## config.mk

```make
export PLATFORM = sky130hd
export DESIGN_NAME = half_duplex_tick_uart
export DESIGN_NICKNAME = d
export VERILOG_FILES = /design/src/sv/hdtu_pkg.sv /design/src/sv/half_duplex_tick_uart.sv
export SDC_FILE = /design/constraint.sdc
export NUM_CORES = 1
export LEC_CHECK = 0
export ABC_CLOCK_PERIOD_IN_PS = 3800
export BUFFER_PORTS_ARGS = -buffer_cell sky130_fd_sc_hd__buf_2
export CAP_MARGIN = 30
export CORE_MARGIN = 5
export CORE_UTILIZATION = 58
export DETAILED_ROUTE_END_ITERATION = 6
export PLACE_DENSITY = 0.91
export SYNTH_ARGS = -nofsm -noshare
export SYNTH_HDL_FRONTEND = slang
export SYNTH_SLANG_ARGS = --single-unit
export TNS_END_PERCENT = 10
```

## constraint.sdc

```tcl
create_clock -name clk -period 3.8 [get_ports clk]
set_clock_uncertainty 0.15 [all_clocks]
set_input_delay 0.19 -clock clk [delete_from_list [all_inputs] [get_ports clk]]
set_output_delay 0.19 -clock clk [all_outputs]
set_load 0.005 [all_outputs]
```

## src/sv/hdtu_pkg.sv

```systemverilog
// Shared types and constants for the half-duplex tick-driven UART.
// No dependencies; imported by half_duplex_tick_uart.
package hdtu_pkg;

	localparam int DataBitsDefault = 8;
	localparam int ByteW           = 8;
	localparam int PeriodW         = 16;
	localparam int ActionW         = 3;
	localparam int InDataW         = 16;
	localparam int OutDataW        = 16;
	localparam logic [PeriodW-1:0] PeriodReset = 16'd1;

	typedef enum logic [ActionW-1:0] {
		ACT_TICK     = 3'd0,
		ACT_SEND     = 3'd1,
		ACT_EDGE     = 3'd2,
		ACT_CLR_TX   = 3'd3,
		ACT_CLR_RX   = 3'd4
	} action_t;

	typedef enum logic [1:0] {
		MODE_IDLE = 2'd0,
		MODE_SEND = 2'd1,
		MODE_RECV = 2'd2
	} mode_t;

	typedef enum logic [1:0] {
		PHASE_START = 2'd0,
		PHASE_DATA  = 2'd1,
		PHASE_STOP  = 2'd2
	} phase_t;

endpackage

```

## src/sv/half_duplex_tick_uart.sv

```systemverilog
// Half-duplex tick-driven UART, 8N1 framing, LSB first, one request per tick/event.
// Depends on hdtu_pkg for action, mode and phase codes.
//
// A result is registered when its request is accepted, in the skid if the output is stalled.
// One request per cycle unless the skid is full; the state update is one combinational pass.
// A two-entry output buffer (result register plus skid) keeps s_tready independent of m_tready.
// Reset (arst_n low, asynchronous): idle, line high, tx_done set, period 1, buffers empty.
module half_duplex_tick_uart #(
	parameter int DATA_BITS = hdtu_pkg::DataBitsDefault
) (
	input  logic                          clk,
	input  logic                          arst_n,
	input  logic                          cfg_we,
	input  logic [hdtu_pkg::PeriodW-1:0]  cfg_wdata,
	input  logic                          s_tvalid,
	output logic                          s_tready,
	// [7:0] tx_byte, [8] rx_level, [15:9] zero
	input  logic [hdtu_pkg::InDataW-1:0]  s_tdata,
	// [2:0] action
	input  logic [hdtu_pkg::ActionW-1:0]  s_tuser,
	output logic                          m_tvalid,
	input  logic                          m_tready,
	// [0] tx_level, [8:1] rx_byte, [9] tx_done, [10] rx_done, [12:11] busy_mode,
	// [13] refused, [15:14] zero
	output logic [hdtu_pkg::OutDataW-1:0] m_tdata
);
	import hdtu_pkg::*;

	localparam logic [3:0] LastBits = 4'(DATA_BITS);

	logic [PeriodW-1:0]  period_q;
	mode_t               mode_q, mode_d;
	phase_t              phase_q, phase_d;
	logic [3:0]          bit_idx_q, bit_idx_d;
	logic [PeriodW-1:0]  tick_q, tick_d;
	logic [ByteW-1:0]    tx_hold_q, tx_hold_d;
	logic [ByteW-1:0]    rx_hold_q, rx_hold_d;
	logic                line_q, line_d;
	logic                tx_done_q, tx_done_d;
	logic                rx_done_q, rx_done_d;
	logic                refused_d;
	logic [PeriodW:0]    tick_inc;
	logic [3:0]          bit_inc;
	logic [ByteW-1:0]    in_byte;
	logic                in_level;
	logic [OutDataW-1:0] res_d, out_q, skid_q;
	logic                out_valid_q, skid_valid_q;
	logic                accept, pop;

	assign in_byte  = s_tdata[ByteW-1:0];
	assign in_level = s_tdata[ByteW];
	assign tick_inc = {1'b0, tick_q} + {{PeriodW{1'b0}}, 1'b1};
	assign bit_inc  = bit_idx_q + 4'd1;

	always_comb begin
		mode_d    = mode_q;
		phase_d   = phase_q;
		bit_idx_d = bit_idx_q;
		tick_d    = tick_q;
		tx_hold_d = tx_hold_q;
		rx_hold_d = rx_hold_q;
		line_d    = line_q;
		tx_done_d = tx_done_q;
		rx_done_d = rx_done_q;
		refused_d = 1'b0;
		unique case (action_t'(s_tuser))
			ACT_TICK: begin
				if (tick_inc < {1'b0, period_q}) begin
					tick_d = tick_inc[PeriodW-1:0];
				end else begin
					tick_d = '0;
					unique case (mode_q)
						MODE_IDLE: line_d = 1'b1;
						MODE_SEND: begin
							unique case (phase_q)
								PHASE_START: begin
									line_d  = 1'b0;
									phase_d = PHASE_DATA;
								end
								PHASE_DATA: begin
									line_d    = bit_idx_q[3] ? 1'b0 : tx_hold_q[bit_idx_q[2:0]];
									bit_idx_d = bit_inc;
									if (bit_inc == LastBits) begin
										bit_idx_d = '0;
										phase_d   = PHASE_STOP;
									end
								end
								default: begin
									line_d    = 1'b1;
									phase_d   = PHASE_START;
									mode_d    = MODE_IDLE;
									tx_done_d = 1'b1;
									bit_idx_d = '0;
								end
							endcase
						end
						MODE_RECV: begin
							unique case (phase_q)
								PHASE_START: begin
									phase_d   = PHASE_DATA;
									rx_hold_d = '0;
								end
								PHASE_DATA: begin
									if (!bit_idx_q[3]) begin
										rx_hold_d[bit_idx_q[2:0]] = rx_hold_q[bit_idx_q[2:0]] | in_level;
									end
									bit_idx_d = bit_inc;
									if (bit_inc == LastBits) begin
										bit_idx_d = '0;
										phase_d   = PHASE_STOP;
									end
								end
								default: begin
									mode_d    = MODE_IDLE;
									rx_done_d = 1'b1;
									phase_d   = PHASE_START;
									bit_idx_d = '0;
								end
							endcase
						end
						default: ;
					endcase
				end
			end
			ACT_SEND: begin
				if (mode_q == MODE_IDLE) begin
					tx_hold_d = in_byte;
					mode_d    = MODE_SEND;
				end else begin
					refused_d = 1'b1;
				end
			end
			ACT_EDGE: begin
				if (mode_q == MODE_IDLE) begin
					mode_d = MODE_RECV;
					tick_d = period_q >> 1;
				end else begin
					refused_d = 1'b1;
				end
			end
			ACT_CLR_TX: tx_done_d = 1'b0;
			ACT_CLR_RX: rx_done_d = 1'b0;
			default: ;
		endcase
		res_d = {2'b00, refused_d, mode_d, rx_done_d, tx_done_d, rx_hold_d, line_d};
	end

	assign s_tready = !skid_valid_q;
	assign accept   = s_tvalid && s_tready;
	assign pop      = out_valid_q && m_tready;
	assign m_tvalid = out_valid_q;
	assign m_tdata  = out_q;

	always_ff @(posedge clk or negedge arst_n) begin
		if (!arst_n) begin
			period_q  <= PeriodReset;
			mode_q    <= MODE_IDLE;
			phase_q   <= PHASE_START;
			bit_idx_q <= '0;
			tick_q    <= '0;
			tx_hold_q <= '0;
			rx_hold_q <= '0;
			line_q    <= 1'b1;
			tx_done_q <= 1'b1;
			rx_done_q <= 1'b0;
		end else begin
			if (cfg_we) begin
				period_q <= cfg_wdata;
			end
			if (accept) begin
				mode_q    <= mode_d;
				phase_q   <= phase_d;
				bit_idx_q <= bit_idx_d;
				tick_q    <= tick_d;
				tx_hold_q <= tx_hold_d;
				rx_hold_q <= rx_hold_d;
				line_q    <= line_d;
				tx_done_q <= tx_done_d;
				rx_done_q <= rx_done_d;
			end
		end
	end

	always_ff @(posedge clk or negedge arst_n) begin
		if (!arst_n) begin
			out_valid_q  <= 1'b0;
			skid_valid_q <= 1'b0;
		end else if (accept) begin
			if (out_valid_q && !pop) begin
				skid_valid_q <= 1'b1;
			end else begin
				out_valid_q <= 1'b1;
			end
		end else if (pop) begin
			if (skid_valid_q) begin
				skid_valid_q <= 1'b0;
			end else begin
				out_valid_q <= 1'b0;
			end
		end
	end

	always_ff @(posedge clk) begin
		if (accept) begin
			if (out_valid_q && !pop) begin
				skid_q <= res_d;
			end else begin
				out_q <= res_d;
			end
		end else if (pop && skid_valid_q) begin
			out_q <= skid_q;
		end
	end

endmodule

```

==> impl_metrics.ini, run 1 <==
[status]
status = complete, no violations

[cts]
clk_latency_ns = 0.37
root_buffer = clkbuf_8
cts_buffer_depth = 2
cts_tree = yes
path_clk_slew_ns = 0.10
cts_setup_buffers = 0
numCtsBuffers = 9
cts_sinks = 89
cts_max_level = 3

[worst_setup_path]
endpoint = m_tdata[7]
cp_cell_sequence = ha_2, inv_1, nor3_4, buf_4, nand2_1, xnor2_2, ha_1, a21oi_1, o211ai_1, o221ai_1, o21a_1, buf_12, o21ai_1, a31oi_1
startpoint = tick_q[0]
crit_family = compound AO/OA/AOI/OAI gates
critical-path-max-stage-delay_ns = 0.42
crit_fanout = 33
reg2reg_depth = 14
cp_num_buf_inv = 3
crit_slowest_cell = dfrtp_2
cp.depth = 14
critical_path_required_ns = 3.77
timing.rr.start = tick_q[0]
cp-end-kind = flop
path_class = flop to flop
startpoint_type = flop
worstReg2RegEnd = m_tdata[7]
cp.arrival_ns = 3.60
ff2ff_setup_slack_ns = 0.17

[routing]
wirelength_um = 12400
drt_first_iter_violations = 541
viasPerCell = 6.20
dr.pass1.iters = 5
via_count = 4454
post_drt_wl_per_cell_um = 17.3
drc_errors = 0
antenna_left = 0

[power_and_ir_drop]
clock_power_share = 0.198
internal_power_mw = 1.98
p_switching_mw = 1.19
power.leakage_nw = 2.53
p_per_area_mw_per_mm2 = 533
irDropWorstVdd_uv = 236
swShare = 0.375
power_frac_seq = 0.448
p_comb_frac = 0.353

[global_routing]
grt_usage = 0.224
grt_pass1_wl_um = 20500
grt_max_degree = 44
overflow = 0
antenna_found_initial = 0
grt_pass1_vias = 4279

[placement]
port_buffers = 48
dpl_cell_area_mm2 = 0.00545
dp_slack_ns = 0.159
routabilityCongestion = 0.936
dp_hpwl_um = 8100

[logic_synthesis]
synthArstFlopShare = 0.685
ys_seq_elements = 89
synth_flop_cell = dfrtp_1
synth-edff-count = 28
synth_seq_area_share = 0.457
syn_area_mm2 = 0.00519
netlist_instances = 544
yosys.area.top_type = dfrtp_1
synth_top_cell_area_share = 0.280
synth.distinct_cells = 64
ys_warn_count = 0
syn_avg_cell_area_um2 = 9.54
synthTopCellsByArea = dfrtp_1 (28%), edfxtp_1 (16%), nand2_1 (5.4%)

[layout]
num_antenna_cells = 0
drive_gt1_frac = 0.202
design_area_mm2 = 0.00595
nets = 666
syn2layout_area_growth_pct = 14.7

[floorplan]
fp.dieArea_mm2 = 0.0109
start_util = 0.595
core_area_mm2 = 0.00872
num_rows = 34
io_pins = 58
die-width_um = 105
dieHeight_um = 105

[sta]
max_freq_mhz = 275
relSlewSlack = 0.406
tns_ns = 0
rsz0062_at_grt = no
setup_violations = 0
fin_crit_ns = 3.63
fin_crit_sh = 0.956
fin_ws_ns = 0.168
maxSlewViolCount = 0
tightest_slew_ns = 0.889
hold_viol_final = 0

[run]
max_cap_violations = 0

[min_path]
hp-class = input port to async pin
[cell usage after synthesis, types with 12 or more instances]
cell type / count
clkbuf_1: 17
o21ai_0: 45
o31ai_1: 14
a21oi_1: 15
o21ai_1: 17
edfxtp_1: 28
a31oi_1: 25
ha_1: 21
nor2_1: 45
nand2_1: 74
nand3_1: 16
dfrtp_1: 58
mux2_2: 12
inv_1: 29
[what timing repair did]
item / CTS / global route
hold endpoints to repair: 65 / 0
hold buffers: 26 / 0
resized for setup: 0 / 11
endpoints found under the setup margin: 0 / 31
[kinds of logic (layout without fill, tap and decap cells)]
| logic type | count (synthesis) | in the layout | share of synthesized area |
|---|---|---|---|
| muxes | 17 | 17 | 0.0453 |
| AOI/OAI and AO/OA | 145 | 145 | 0.173 |
| adders and majority gates | 21 | 21 | 0.0506 |
| other | 1 | 2 | 0.000723 |
| buffers and inverters | 66 | 131 | 0.0622 |
| and+or+nand+nor | 189 | 189 | 0.180 |
| DFF | 89 | 89 | 0.457 |
| xor gates and xnor gates | 16 | 16 | 0.0313 |
[routing by layer]
metal / GRT usage / up-vias / part of all wire
li1: - / 2066 / -
met1: 0.302 / 2124 / 0.41
met2: 0.361 / 233 / 0.49
met3: 0.0432 / 31 / 0.075
met4: 0.0868 / 0 / 0.028
met5: 0 / - / 0
[per-stage QoR]
stage | power, mW | instances | util | hold slack, ns
after CTS | 3.13 | 716 | 0.676 | 0.0742
after detailed placement | 2.48 | 674 | 0.625 | 0.247
final | 3.17 | 718 | 0.682 | 0.0205
after global routing | 3.36 | 718 | 0.682 | 0.0432
after global placement | 2.39 | 673 | 0.623 | 0.232
after floorplan | 2.15 | 545 | - | -0.256
[cell usage in the layout (no fill, tap or decap), types with 9 or more instances in the layout]
cell type	Yosys	final
ha_1	21	20
mux2_2	12	12
buf_2	9	48
dlygate4sd3_1	0	26
a31oi_1	25	25
edfxtp_1	28	28
a21oi_1	15	15
nand2_1	74	74
clkbuf_8	0	9
o21ai_0	45	38
dfrtp_1	58	57
nor2_1	45	45
inv_1	29	29
nand3_1	16	16
o21ai_1	17	24
o31ai_1	14	14
[power by group through the flow]
stage | registers (mW) | logic, mW | clock network (mW)
floorplan | 1.39 | 0.756 | 0
global placement | 1.42 | 0.971 | 0
detailed placement | 1.43 | 1.05 | 0
CTS | 1.41 | 1.08 | 0.636
global route | 1.45 | 1.24 | 0.670
finish | 1.42 | 1.12 | 0.629
[flip-flops by register name, summed over array words and instances, names as in the netlist, 2 cells and up]
register   cells
period_q      16
tick_q        16
m_tdata       14
skid_q        14
rx_hold_q      8
tx_hold_q      8
bit_idx_q      4
mode_q         2
phase_q        2
[worst min-delay path by stage]
stage,endpoint,cells past startpoint
3_5_place_dp,period_q[11],1
3_3_place_gp,period_q[13],1
5_1_grt,period_q[13],2
2_1_floorplan,bit_idx_q[0],0
6_report,period_q[13],2
4_1_cts,skid_valid_q,3
[layout make-up]
type / count / area [µm²]
inverter: 29 / 109
clock buffer: 9 / 124
tap: 108 / 135
timing repair buffer: 86 / 627
multi-input combinational: 390 / 2520
clock inverter: 7 / 61.3
fill: 606 / 2770
sequential: 89 / 2370
(Power assumes the default switching activity.)
==> run 2: changes to the inputs <==
- RECOVER_POWER: default -> 25
==> run 2 against run 1 <==
Compared with the run above: the run now ends with max-capacitance violations, max-slew violations left; critical path type unchanged; non-clock buffer count unchanged; sequential share of layout area up 0.12 points; largest power group unchanged; first-iteration DRC count down 5.7%; register-to-register slack about the same; sequential power about the same; wire length down 0.60%; sequential cell count unchanged; final area down 0.29%; total power down 0.35%.
==> impl_metrics.ini, run 2 (same netlist as run 1, synthesis figures left out) <==
[worst_setup_path]
path_class = flop to flop
critical_path_required_ns = 3.76
cp-end-kind = flop
ff2ff_setup_slack_ns = 0.18
timing.rr.start = tick_q[0]
startpoint_type = flop
reg2reg_depth = 14
crit_fanout = 33
cp.arrival_ns = 3.59
worstReg2RegEnd = m_tdata[7]

[global_routing]
grt_pass1_vias = 4279
overflow = 0
grt_usage = 0.224
grt_pass1_wl_um = 20500
grt_max_degree = 44
antenna_found_initial = 0

[floorplan]
dieHeight_um = 105
core_area_mm2 = 0.00872
start_util = 0.595
num_rows = 34
die-width_um = 105
io_pins = 58
fp.dieArea_mm2 = 0.0109

[layout]
num_antenna_cells = 0
nets = 666
n_fill_cell = 610
drive_gt1_frac = 0.198
final_common_cell = nand2_1
top_regs = period_q (16), tick_q (16)
final_cell_mix = nand2_1 (74), dfrtp_1 (57), buf_2 (47)
syn2layout_area_growth_pct = 14.3

[sta]
rsz0062_at_grt = no
hold_viol_final = 0
relSlewSlack = -0.383
maxSlewViolCount = 39
tightest_slew_ns = 2.07
fin_crit_ns = 3.62
max_freq_mhz = 276
hold_ws_ns = 0.0608
tns_ns = 0
setup_violations = 0
fin_crit_sh = 0.953

[cts]
cts_tree = yes
cts_sinks = 89
root_buffer = clkbuf_8
numCtsBuffers = 9
cts_max_level = 3
path_clk_slew_ns = 0.10
cts_buffer_depth = 2
clk_latency_ns = 0.37

[status]
status = complete, but fails checks
violations = max-capacitance violations, max-slew violations

[routing]
antenna_left = 0
viasPerCell = 6.15
drt_first_iter_violations = 510
via_count = 4417
drc_errors = 0
dr.pass1.iters = 6
wirelength_um = 12300
post_drt_wl_per_cell_um = 17.1

[power_and_ir_drop]
p_per_area_mw_per_mm2 = 533
power.leakage_nw = 2.52
irDropWorstVdd_uv = 234

[placement]
routabilityCongestion = 0.936
dp_hpwl_um = 8100
port_buffers = 48

[run]
max_cap_violations = 1

[min_path]
hp-class = input port to async pin
-- run 2: changes by cell type in the layout (fill, tap and decap cells not counted) --
cell / change
clkbuf_1: +2
buf_12: -1
buf_2: -1
-- run 2: area by class of cell --
| cell class | instances | area [µm²] | area share |
|---|---|---|---|
| sequential | 89 | 2370 | 0.400 |
| timing repair buffer | 86 | 609 | 0.103 |
| inverter | 29 | 109 | 0.0183 |
| tap | 108 | 135 | 0.0228 |
| multi-input combinational | 390 | 2520 | 0.425 |
| clock buffer | 9 | 124 | 0.0209 |
| clock inverter | 7 | 61.3 | 0.0103 |
-- run 2: routing by layer --
layer  part of all wire  vias to the layer above  global-route usage
met5                  0                        -                   0
met4              0.030                        0              0.0868
met3              0.080                       33              0.0432
met2               0.48                      245               0.361
met1               0.41                     2072               0.302
li1                   -                     2067                   -
-- run 2: power by group --
part	internal, mW	switching, mW
clock	0.249	0.378
combinational	0.478	0.635
sequential	1.25	0.168
-- run 2: worst max-delay path by stage --
stage              start           to  depth (start not counted)  slack (ns)
3_3_place_gp   tick_q[3]    skid_q[6]                         12        0.29
5_1_grt        tick_q[0]   m_tdata[7]                         14        0.02
3_5_place_dp   tick_q[0]  m_tdata[12]                         14        0.16
2_1_floorplan  tick_q[0]   m_tdata[6]                         14        0.57
6_report       tick_q[0]   m_tdata[7]                         14        0.18
4_1_cts        tick_q[0]  m_tdata[12]                         14        0.12
-- run 2: worst max-delay path: stages, from the launching register on --
cell,delay [ns]
dfrtp_2,0.42
ha_2,0.25
inv_1,0.11
nor3_4,0.24
buf_4,0.16
nand2_1,0.08
xnor2_2,0.17
ha_1,0.32
a21oi_1,0.08
o211ai_1,0.31
o221ai_1,0.21
o21a_1,0.26
buf_12,0.18
o21ai_1,0.29
a31oi_1,0.13
-- run 2: through the flow --
stage / instances / setup slack [ns] / cell area, µm² / util / total power [mW]
after floorplan: 545 / 0.573 / 5190 / - / 2.15
after global placement: 673 / 0.286 / 5440 / 0.623 / 2.39
after detailed placement: 674 / 0.159 / 5450 / 0.625 / 2.48
after CTS: 716 / 0.119 / 5890 / 0.676 / 3.13
after global routing: 718 / 0.0155 / 5930 / 0.680 / 3.36
final: 718 / 0.179 / 5930 / 0.680 / 3.16
-- run 2: timing repair --
item	CTS	global route
gates resized for setup	0	11
endpoints found under the hold margin	65	0
hold buffers	26	0
endpoints found under the setup margin	0	31
buffers inserted	0	0
